[src/assert_macros.svh]
// Assertion helpers shared by the RTL. They expect i_clk and i_rst_n in scope.
`ifndef ASSERT_MACROS_SVH
`define ASSERT_MACROS_SVH

// The expression holds at every clock edge outside reset.
`define ASSERT_ALWAYS(label, expr, msg) \
    label: assert property (@(posedge i_clk) disable iff (!i_rst_n) (expr)) \
        else $error(msg);

// The consequent holds in the cycle after the antecedent.
`define ASSERT_NEXT(label, ante, cons, msg) \
    label: assert property (@(posedge i_clk) disable iff (!i_rst_n) (ante) |=> (cons)) \
        else $error(msg);

`endif

[src/ils_pkg.sv]
package ils_pkg;

    localparam int IDX_W = 5;
    localparam int LEN_W = 5;
    localparam int VAL_W = 32;

    typedef enum logic [2:0] {
        ACT_APPEND       = 3'd0,
        ACT_INSERT       = 3'd1,
        ACT_REMOVE_AT    = 3'd2,
        ACT_REMOVE_FIRST = 3'd3,
        ACT_REMOVE_LAST  = 3'd4,
        ACT_READ         = 3'd5
    } t_action;

    typedef struct packed {
        t_action                   action;
        logic [IDX_W-1:0]          index;
        logic signed [VAL_W-1:0]   value;
    } t_cmd;

    typedef struct packed {
        logic                      ok;
        logic [LEN_W-1:0]          length;
        logic signed [VAL_W-1:0]   read_value;
    } t_result;

    // Shift request broadcast to every cell of the row.
    typedef struct packed {
        logic ins;
        logic rem;
    } t_cell_op;

endpackage

[src/ils_cell.sv]
module ils_cell #(
    parameter int AW = 4,
    parameter int K  = 0
) (
    input  logic                              i_clk,
    input  ils_pkg::t_cell_op                 i_op,
    input  logic [AW-1:0]                     i_pos,
    input  logic signed [ils_pkg::VAL_W-1:0]  i_value,
    input  logic signed [ils_pkg::VAL_W-1:0]  i_left,
    input  logic signed [ils_pkg::VAL_W-1:0]  i_right,
    output logic signed [ils_pkg::VAL_W-1:0]  o_data
);
    import ils_pkg::*;

    logic signed [VAL_W-1:0] r_data;
    logic                    w_at;
    logic                    w_behind;

    assign w_at     = i_pos == AW'(K);
    assign w_behind = i_pos <= AW'(K);

    always_ff @(posedge i_clk) begin
        if (i_op.ins && w_behind) begin
            r_data <= w_at ? i_value : i_left;
        end else if (i_op.rem && w_behind) begin
            r_data <= i_right;
        end
    end

    assign o_data = r_data;

endmodule

[src/indexed_list_store.sv]
// Ordered list of up to DEPTH signed 32-bit values, held in a row of cells.
// A command beat is taken at a rising edge with i_start high and o_busy low.
// It carries an action (append, insert at index, remove at index, remove
// first, remove last, read), an index and a value. Exactly one result beat
// follows: o_strobe is high for one cycle, the cycle after the command, with
// o_result holding ok, the length after the action and the read value.
// A new command can be taken in every cycle while o_busy is low: an
// insert, or a removal other than remove last, moves every entry behind
// the position by one cell in the same clock; a read selects one cell via a
// multiplexer. Refused actions report ok low with the length unchanged.
// Synchronous reset empties the list; o_busy is high during reset and is
// cleared by the first clock edge after it. The receiver cannot stall, so
// every result beat must be captured in the cycle in which o_strobe is high.
`include "assert_macros.svh"

module indexed_list_store #(
    parameter int DEPTH = 16
) (
    input  logic             i_clk,
    input  logic             i_rst_n,
    input  logic             i_start,
    input  ils_pkg::t_cmd    i_cmd,
    output logic             o_busy,
    output logic             o_strobe,
    output ils_pkg::t_result o_result
);
    import ils_pkg::*;

    localparam int CW = $clog2(DEPTH + 1);
    localparam int AW = $clog2(DEPTH);
    localparam int MW = (CW > IDX_W) ? CW : IDX_W;

    logic [CW-1:0]           r_count;
    logic [CW-1:0]           n_count;
    logic                    r_busy;
    logic                    r_strobe;
    t_result                 r_result;

    logic                    w_acc;
    logic                    w_full;
    logic                    w_empty;
    logic [MW-1:0]           w_idx;
    logic [MW-1:0]           w_cnt;
    logic                    w_in_list;
    logic                    w_in_ins;
    logic                    w_ok;
    logic signed [VAL_W-1:0] w_rd;
    t_cell_op                w_op;
    t_cell_op                w_cell_op;
    logic [AW-1:0]           w_pos;
    logic signed [VAL_W-1:0] w_q [DEPTH];

    assign w_acc     = i_start && !r_busy;
    assign w_full    = r_count == CW'(DEPTH);
    assign w_empty   = r_count == '0;
    assign w_idx     = MW'(i_cmd.index);
    assign w_cnt     = MW'(r_count);
    assign w_in_list = w_idx < w_cnt;
    assign w_in_ins  = w_idx <= w_cnt;

    always_comb begin
        w_ok    = 1'b0;
        w_op    = '0;
        w_pos   = '0;
        w_rd    = '0;
        n_count = r_count;
        case (i_cmd.action)
            ACT_APPEND: begin
                if (!w_full) begin
                    w_ok    = 1'b1;
                    w_op.ins = 1'b1;
                    w_pos   = r_count[AW-1:0];
                    n_count = r_count + CW'(1);
                end
            end
            ACT_INSERT: begin
                if (!w_full && w_in_ins) begin
                    w_ok    = 1'b1;
                    w_op.ins = 1'b1;
                    w_pos   = w_idx[AW-1:0];
                    n_count = r_count + CW'(1);
                end
            end
            ACT_REMOVE_AT: begin
                if (w_in_list) begin
                    w_ok    = 1'b1;
                    w_op.rem = 1'b1;
                    w_pos   = w_idx[AW-1:0];
                    n_count = r_count - CW'(1);
                end
            end
            ACT_REMOVE_FIRST: begin
                if (!w_empty) begin
                    w_ok    = 1'b1;
                    w_op.rem = 1'b1;
                    n_count = r_count - CW'(1);
                end
            end
            ACT_REMOVE_LAST: begin
                if (!w_empty) begin
                    w_ok    = 1'b1;
                    n_count = r_count - CW'(1);
                end
            end
            ACT_READ: begin
                if (w_in_list) begin
                    w_ok = 1'b1;
                    w_rd = w_q[w_idx[AW-1:0]];
                end
            end
            default: begin
                w_ok = 1'b0;
            end
        endcase
    end

    assign w_cell_op = w_acc ? w_op : '0;

    for (genvar k = 0; k < DEPTH; k++) begin : g_cell
        logic signed [VAL_W-1:0] w_left;
        logic signed [VAL_W-1:0] w_right;
        if (k == 0) begin : g_first
            assign w_left = i_cmd.value;
        end else begin : g_mid_left
            assign w_left = w_q[k-1];
        end
        if (k == DEPTH - 1) begin : g_last
            assign w_right = '0;
        end else begin : g_mid_right
            assign w_right = w_q[k+1];
        end
        ils_cell #(
            .AW (AW),
            .K  (k)
        ) u_cell (
            .i_clk   (i_clk),
            .i_op    (w_cell_op),
            .i_pos   (w_pos),
            .i_value (i_cmd.value),
            .i_left  (w_left),
            .i_right (w_right),
            .o_data  (w_q[k])
        );
    end

    always_ff @(posedge i_clk) begin
        if (!i_rst_n) begin
            r_count  <= '0;
            r_busy   <= 1'b1;
            r_strobe <= 1'b0;
        end else begin
            r_busy   <= 1'b0;
            r_strobe <= w_acc;
            if (w_acc) begin
                r_count             <= n_count;
                r_result.ok         <= w_ok;
                r_result.length     <= LEN_W'(n_count);
                r_result.read_value <= w_rd;
            end
        end
    end

    assign o_busy   = r_busy;
    assign o_strobe = r_strobe;
    assign o_result = r_result;

    `ASSERT_NEXT(a_beat_follows, w_acc, r_strobe, "command beat without result beat")
    `ASSERT_ALWAYS(a_beat_has_cmd, !r_strobe || !$past(i_rst_n) || $past(w_acc),
        "result beat without command beat")
    `ASSERT_ALWAYS(a_count_bound, r_count <= CW'(DEPTH), "entry count beyond depth")
    `ASSERT_ALWAYS(a_count_moves, !$past(i_rst_n) || r_count == $past(r_count) || $past(w_acc),
        "entry count changed without a command")

endmodule
[config.mk]
export PLATFORM = sky130hd
export DESIGN_NAME = indexed_list_store
export DESIGN_NICKNAME = d
export VERILOG_FILES = /design/src/ils_pkg.sv /design/src/ils_cell.sv /design/src/indexed_list_store.sv
export VERILOG_INCLUDE_DIRS = /design/src /design/src/src
export SDC_FILE = /design/constraint.sdc
export NUM_CORES = 1
export LEC_CHECK = 0
export CAP_MARGIN = 20
export CORE_UTILIZATION = 60
export DETAILED_ROUTE_END_ITERATION = 6
export DONT_BUFFER_PORTS = 1
export PLACE_DENSITY = 0.76
export SLEW_MARGIN = 5
export SYNTH_ARGS = -nofsm -noshare
export SYNTH_HDL_FRONTEND = slang
export SYNTH_SLANG_ARGS = --single-unit
[constraint.sdc]
create_clock -name i_clk -period 12.2 [get_ports i_clk]
set_input_delay 2.44 -clock i_clk [delete_from_list [all_inputs] [get_ports i_clk]]
set_output_delay 2.44 -clock i_clk [all_outputs]
set_load 0.02 [all_outputs]
==> results.md, run 1 <==
- Hold-fix buffers, CTS: 0
- CTS H-Tree Depth: 2
- Clock Skew: 0.02814 ns
- Vias in the first global route: 24,390
- Synth area leaders: edfxtp_1, mux4_2, mux2_2
- Power, Total: 4.459 mW
- Syn_area_per_cell: 12.28 um2
- Gate power share: 8.3%
- DRT Wirelength: 99,370 um
- CP max FO: 132
- Per-cell routed wire length: 30.64 um
- Fraction of layout cells with a size suffix above 1: 25.25%
- Clock share of power: 42.4%
- Post-CTS Resized: 0
- Number of library cell types mapped by synthesis: 62
- Area taken by multi-input logic gates: 15,000 um2
- I/O Buffers: 0
- Slack of the critical path: 5.281 ns
- Sink Count: 557
- First-pass GRT wire length: 151,400 um
- Critical path cell sequence: inv_1, ha_1, nor2b_1, o31ai_1, nand3_1, a41o_1, clkinv_1, nand2_1, inv_2, nand2_1, nor2_4
- Sequential cell area: 16,660 um2
- Maximum clock rate: 0.1445 GHz
- Post-Syn Area: 32,580 um2
- Placer Congestion: 0.9065
- Critical Path Most Common Cell: nand2_1
- Vias: 24,500
- Detailed Place HPWL: 57,180 um
- Clock Latency Late Sink: 0.65 ns
- Largest buffer count on any clock path: 3
- Die area: 55,230 um2
- Boundary Pins: 83
- Final Core Density: 65.54%
- Non-Filler Instances: 3,243
- CTS buffer count: 58
- Kind of critical path: in2reg
- Final period utilization: 56.72%
- Sequential fraction of the synthesis area: 51.13%
- Router iterations before antenna repair: 6
- RSZ-0062 raised after global routing: no
- Switching Fraction: 23.41%
- Initial DRC Count: 3,248
- Critical path required time: 12.44 ns
- Antenna violations before repair: 2
- Slew at the pin closest to its max-slew limit: 1.175 ns
- DR vias/cell: 7.553
- Antenna-violating nets left: 0
- Core area: 53,710 um2
- Internal: 3.415 mW
- Min Hold Slack: 0.5758 ns
- Outcome: complete, no violations
- NetSw: 1.044 mW
- Worst VDD drop: 0.1139 mV
- Ys flop type: edfxtp_1
- Antenna diodes: 0
- Fin area: 35,200 um2
- Max-Cap Viols: 0
- Max_slew headroom: 21.68%
- # fillers: 3,861
- CTS tree: done
- Row count: 85
- Mapped Nets: 2,705
- Overflow after GRT: 0
- Setup crit end kind: register
- Critical path arrival: 7.16 ns
- Critical path's largest stage delay: 0.91 ns
- Layout net count: 2,549
- Post-synth EDFFs: 550
- Cells after Synth: 2,653
- Fin. Hold Viols: 0
- Final Max Slew Viols: 0
- GRT Util Overall: 35.93%
- Final setup vio count: 0
- Clock transition at the registers of the reported paths: 0.07 ns
- Placed cell area: 33,030 um2
- Setup TNS Final: 0 ns
- Post-synth top area cell: edfxtp_1
- Seq pwr share: 49.3%
- Synth warn: 0
- Pwr Density: 126.7 nW/um2
- Yosys top cell area share: 50.70%
- Largest net degree at the start of global routing: 133
- Total placed cells including tap cells: 3,126
- Dpl ws: 4.987 ns
- Clk root buf: clkbuf_16
- Worst hold path class: reg2reg
- Lkg Pwr: 11.15 nW
- Synthesized flop and latch total: 557
- Min Tclk post-route: 6.919 ns
- Die W: 235.0 um
- Die Y: 235.0 um
- Area delta synth->final: 8.038%
- DR DRC count: 0
- Worst setup SP type: input port
- Postcts setup bufs: 0
- Initial Util: 60.66%
- CP max stage cell: nor2_4
- Async SR Flop Fraction: 0%
-- registers in the layout (all words and copies together) (netlist names) --
| signal | count |
|---|---|
| g_cell.u_cell.o_data | 512 |
| o_busy | 1 |
| o_result | 38 |
| o_strobe | 1 |
| r_count | 5 |
-- final timing paths --
path         cells after the start  slack, ns                            to                          from
max                             11       5.28   g_cell[1].u_cell.o_data[14]                     i_cmd[32]
min                              1       0.58  g_cell[14].u_cell.o_data[11]  g_cell[15].u_cell.o_data[11]
max reg2reg                     11       6.62   g_cell[1].u_cell.o_data[14]                    r_count[1]
min reg2reg                      1       0.58  g_cell[14].u_cell.o_data[11]  g_cell[15].u_cell.o_data[11]
-- cells by family after synthesis --
| logic type | Yosys count | share of synthesized area, % |
|---|---|---|
| AOI/OAI and AO/OA | 686 | 13.16 |
| and+or+nand+nor | 593 | 8.814 |
| DFF | 557 | 51.13 |
| muxes | 513 | 22.77 |
| buffers and inverters | 295 | 3.787 |
| adders and majority gates | 9 | 0.3457 |
-- metal layers --
layer | vias to the layer above | track usage [%] | wire, um
met5 | - | 0 | 22
met4 | 4 | 16.05 | 4668
met3 | 317 | 7.096 | 12030
met2 | 1893 | 56.70 | 46330
met1 | 12170 | 48.55 | 36320
li1 | 10120 | - | -
-- layout by cell type, fill, tap and decap left out, types with 36 or more instances in the layout --
master,n
edfxtp_1,550
a21oi_1,240
mux2_2,182
nor2_1,179
o21ai_0,169
mux4_2,160
mux2i_1,128
nand3_1,106
nand2_1,82
nor3_1,71
a31oi_1,68
o221a_2,64
clkbuf_16,59
buf_4,55
mux2_1,43
or3_1,36
-- power by group through the flow --
stage          logic (mW)  clock network [mW]  registers [mW]
2_1_floorplan       0.297                   0            2.23
3_3_place_gp        0.348                   0            2.24
3_5_place_dp        0.357                   0            2.24
4_1_cts             0.358                1.90            2.20
5_1_grt             0.388                1.96            2.20
6_report            0.368                1.89            2.20
-- critical path: cells and delay by family --
family	cells	cell delay [ns]
AO/OA/AOI/OAI	2	1.11
buffers and inverters	3	1.27
adder cells (fa/ha/maj)	1	0.17
AND/OR/NAND/NOR	5	1.90
-- layout make-up --
cell class	instances	area share, %
inverter	14	0.1493
clock buffer	65	4.259
tap	696	2.474
multi-input combinational	1801	42.62
timing repair buffer	65	1.806
sequential	557	47.32
clock inverter	45	1.369
-- Yosys cell counts (all sizes together), types with 2 or more instances --
cell     count
nand4        5
and3         5
buf         89
a31oi       69
o22ai        5
nand3      108
inv         14
mux2i      128
nand2b       2
mux4       160
o21ai      203
nor4         4
a21oi      246
edfxtp     550
a221o        2
a221oi       2
o31a         2
o221a       64
o2bb2ai     33
and2         5
ha           9
o31ai        3
or3         36
a211oi       5
nor4b        2
o211a        2
nor2       196
or2         33
nor2b       35
o21a         3
mux2       225
nand2       85
a22oi       33
nor3        72
dfxtp        7
o211ai       4
clkbuf     192
a21o         2
Note: power is estimated with default switching activity, not from simulation.
==> run 2, diff against run 1 <==
--- a/config.mk
+++ b/config.mk
@@ -7,10 +7,10 @@
 export NUM_CORES = 1
 export LEC_CHECK = 0
 export CAP_MARGIN = 20
-export CORE_UTILIZATION = 60
+export CORE_UTILIZATION = 59
 export DETAILED_ROUTE_END_ITERATION = 6
 export DONT_BUFFER_PORTS = 1
-export PLACE_DENSITY = 0.76
+export PLACE_DENSITY = 0.78
 export SLEW_MARGIN = 5
 export SYNTH_ARGS = -nofsm -noshare
 export SYNTH_HDL_FRONTEND = slang
==> constraint.sdc (replaced) <==
create_clock -name i_clk -period 6 [get_ports i_clk]
set_input_delay 1.2 -clock i_clk [delete_from_list [all_inputs] [get_ports i_clk]]
set_output_delay 1.2 -clock i_clk [all_outputs]
set_load 0.02 [all_outputs]
==> results.md, run 2 (same netlist as run 1, synthesis figures left out) <==
- Antenna diodes: 0 (unchanged)
- Row count: 85 (unchanged)
- GRT Util Overall: 35.87% (-0.065 points)
- Switching Fraction: 23.92% (+0.51 points)
- Outcome: complete, no violations
- Min Hold Slack: 0.5796 ns (+0.003878 ns)
- First-pass GRT wire length: 152,300 um (+0.58%)
- Met1 usage: 48.42% (-0.13 points)
- CP max FO: 40 (-70%)
- CP max stage cell: nor3_4
- WP buf/inv: 2 (-1)
- Hold-fix buffers, CTS: 0 (unchanged)
- Hold path endpoint: g_cell[14].u_cell.o_data[6]
- DR vias/cell: 7.618 (+0.85%)
- DR DRC count: 0 (unchanged)
- Pwr Density: 252.6 nW/um2 (+99%)
- Gate power share: 8.6% (+0.3 points)
- Critical path arrival: 5.20 ns (-1.96 ns)
- I/O Buffers: 0 (unchanged)
- Die Y: 237.0 um (+0.84%)
- Kind of critical path: reg2reg
- Internal: 6.755 mW (+98%)
- Fin. Hold Viols: 0 (unchanged)
- Min Tclk post-route: 4.714 ns
- Vias: 24,770 (+1.1%)
- Die area: 56,160 um2 (+1.7%)
- Initial DRC Count: 3,595 (+11%)
- Worst reg2reg path depth: 10 (-1)
- CTS H-Tree Depth: 2 (unchanged)
- Final period utilization: 78.56%
- Clock Latency Late Sink: 0.66 ns (about the same)
- GRT Max-Usage Layer: met2
- Initial Util: 60.06% (-0.59 points)
- RSZ-0062 raised after global routing: no
- Slew at the pin closest to its max-slew limit: 1.164 ns (-0.01070 ns)
- Final Max Slew Viols: 0 (unchanged)
- Hold_sp: g_cell[15].u_cell.o_data[6]
- Largest buffer count on any clock path: 3 (unchanged)
- Met3 Use GR: 8.452% (+1.4 points)
- Max-Cap Viols: 0 (unchanged)
- Postcts setup bufs: 0 (unchanged)
- Most common cell after layout, fill and taps aside: edfxtp_1
- DRT Wirelength: 100,100 um (+0.72%)
- Flop-to-flop setup slack: 1.29 ns (-5.33 ns)
- Worst hold path class: reg2reg
- RR Startpoint: r_count[3]
- Clock Skew: 0.01980 ns (-0.008340 ns)
- M2 GR Usage: 55.75% (-0.95 points)
- Boundary Pins: 83 (unchanged)
- Clock share of power: 41.0% (-1.4 points)
- Setup crit end kind: register
- Max reg flops: 512 (unchanged)
- CTS buffer count: 60 (+3.4%)
- Antenna-violating nets left: 0 (unchanged)
- Worst setup SP type: register
- Max_slew headroom: 22.37% (+0.69 points)
- Maximum clock rate: 0.2121 GHz
- Critical Path Most Common Cell: o21ai_1
- Final setup vio count: 0 (unchanged)
- Critical path cell sequence: inv_1, ha_1, o211a_1, o31a_1, o21ai_1, a221o_1, nor3_4, buf_4, o21ai_0, o21ai_1
- Critical path's largest stage delay: 0.97 ns (+0.06 ns)
- Critical path required time: 6.49 ns (-5.95 ns)
- Die W: 237.0 um (+0.84%)
- Final Core Density: 64.80% (-0.73 points)
- Per-cell routed wire length: 30.79 um (+0.47%)
- Overflow after GRT: 0 (unchanged)
- NetSw: 2.124 mW (+100%)
- Cell family with most CP delay: compound AO/OA/AOI/OAI gates
- Vias in the first global route: 24,500 (+0.45%)
- Sink Count: 557 (unchanged)
- Post-CTS Resized: 0 (unchanged)
- Router iterations before antenna repair: 6 (unchanged)
- Antenna violations before repair: 0 (-2)
- Fraction of layout cells with a size suffix above 1: 25.09% (-0.16 points)
- Worst VDD drop: 0.2595 mV (+130%)
- Setup TNS Final: 0 ns (unchanged)
- Clk root buf: clkbuf_16
- Core area: 54,240 um2 (+0.99%)
- CTS tree: done
- Lkg Pwr: 11.11 nW (-0.34%)
- Commonest non-fill, non-tap cells in the layout: edfxtp_1, a21oi_1, mux2_2
- WHS Path Cells: 1 (unchanged)
- Reg-to-Reg End: g_cell[3].u_cell.o_data[12]
- Clock transition at the registers of the reported paths: 0.06 ns (about the same)
- Detailed Place HPWL: 57,040 um (-0.24%)
- Area delta synth->final: 7.885%
- Placer Congestion: 0.8554 (-5.6%)
- Seq pwr share: 50.4% (+1.1 points)
- Largest net degree at the start of global routing: 161 (+21%)
- Layout net count: 2,557 (+0.31%)
==> run 2: changes by cell type in the layout (fill, tap and decap cells not counted), sizes merged <==
cell	delta
buf	+6
clkinv	+1
bufinv	-6
clkbuf	+8
clkinvlp	-1
==> run 2: cell type report <==
cell class | instances | area, um2
Clock inverter | 39 | 292.8
Clock buffer | 73 | 1572
Fill cell | 3923 | 19090
Timing Repair Buffer | 71 | 706.9
Inverter | 14 | 52.55
Tap cell | 696 | 870.8
Multi-Input combinational cell | 1801 | 15000
Sequential cell | 557 | 16660
==> run 2: metrics by stage <==
stage          power (mW)  setup slack, ns  instance area, um2  std cells
4_1_cts             8.870            1.380               35110       3249
3_5_place_dp        5.288           0.8472               33240       3137
2_1_floorplan       5.129          -0.2577               32580       2653
5_1_grt             9.079            1.053               35150       3251
3_3_place_gp        5.258           0.9506               33240       3137
6_report            8.879            1.286               35150       3251
==> run 2: metal layers <==
layer / part of all wire (%) / up-vias
met5: 0 / -
met4: 4.5 / 0
met3: 14 / 357
met2: 46 / 2142
met1: 35 / 12110
li1: - / 10150
==> run 2: worst max path at each step <==
stage                           from                      endpoint  slack, ns  cells after the start
final                     r_count[3]   g_cell[3].u_cell.o_data[12]       1.29                     10
after global routing      r_count[2]   g_cell[3].u_cell.o_data[12]       1.05                     10
after CTS                 r_count[2]   g_cell[3].u_cell.o_data[12]       1.38                     10
after detailed placement   i_cmd[33]  g_cell[14].u_cell.o_data[11]       0.85                      8
after global placement     i_cmd[33]  g_cell[14].u_cell.o_data[31]       0.95                      8
after floorplan            i_cmd[33]    g_cell[0].u_cell.o_data[0]      -0.26                     10
==> run 2: power groups by stage <==
stage               sequential [mW]  clock (mW)  combinational, mW
floorplan                      4.53           0              0.603
global placement               4.54           0              0.717
detailed placement             4.55           0              0.739
CTS                            4.47        3.66              0.745
global route                   4.48        3.80              0.802
finish                         4.47        3.64              0.765
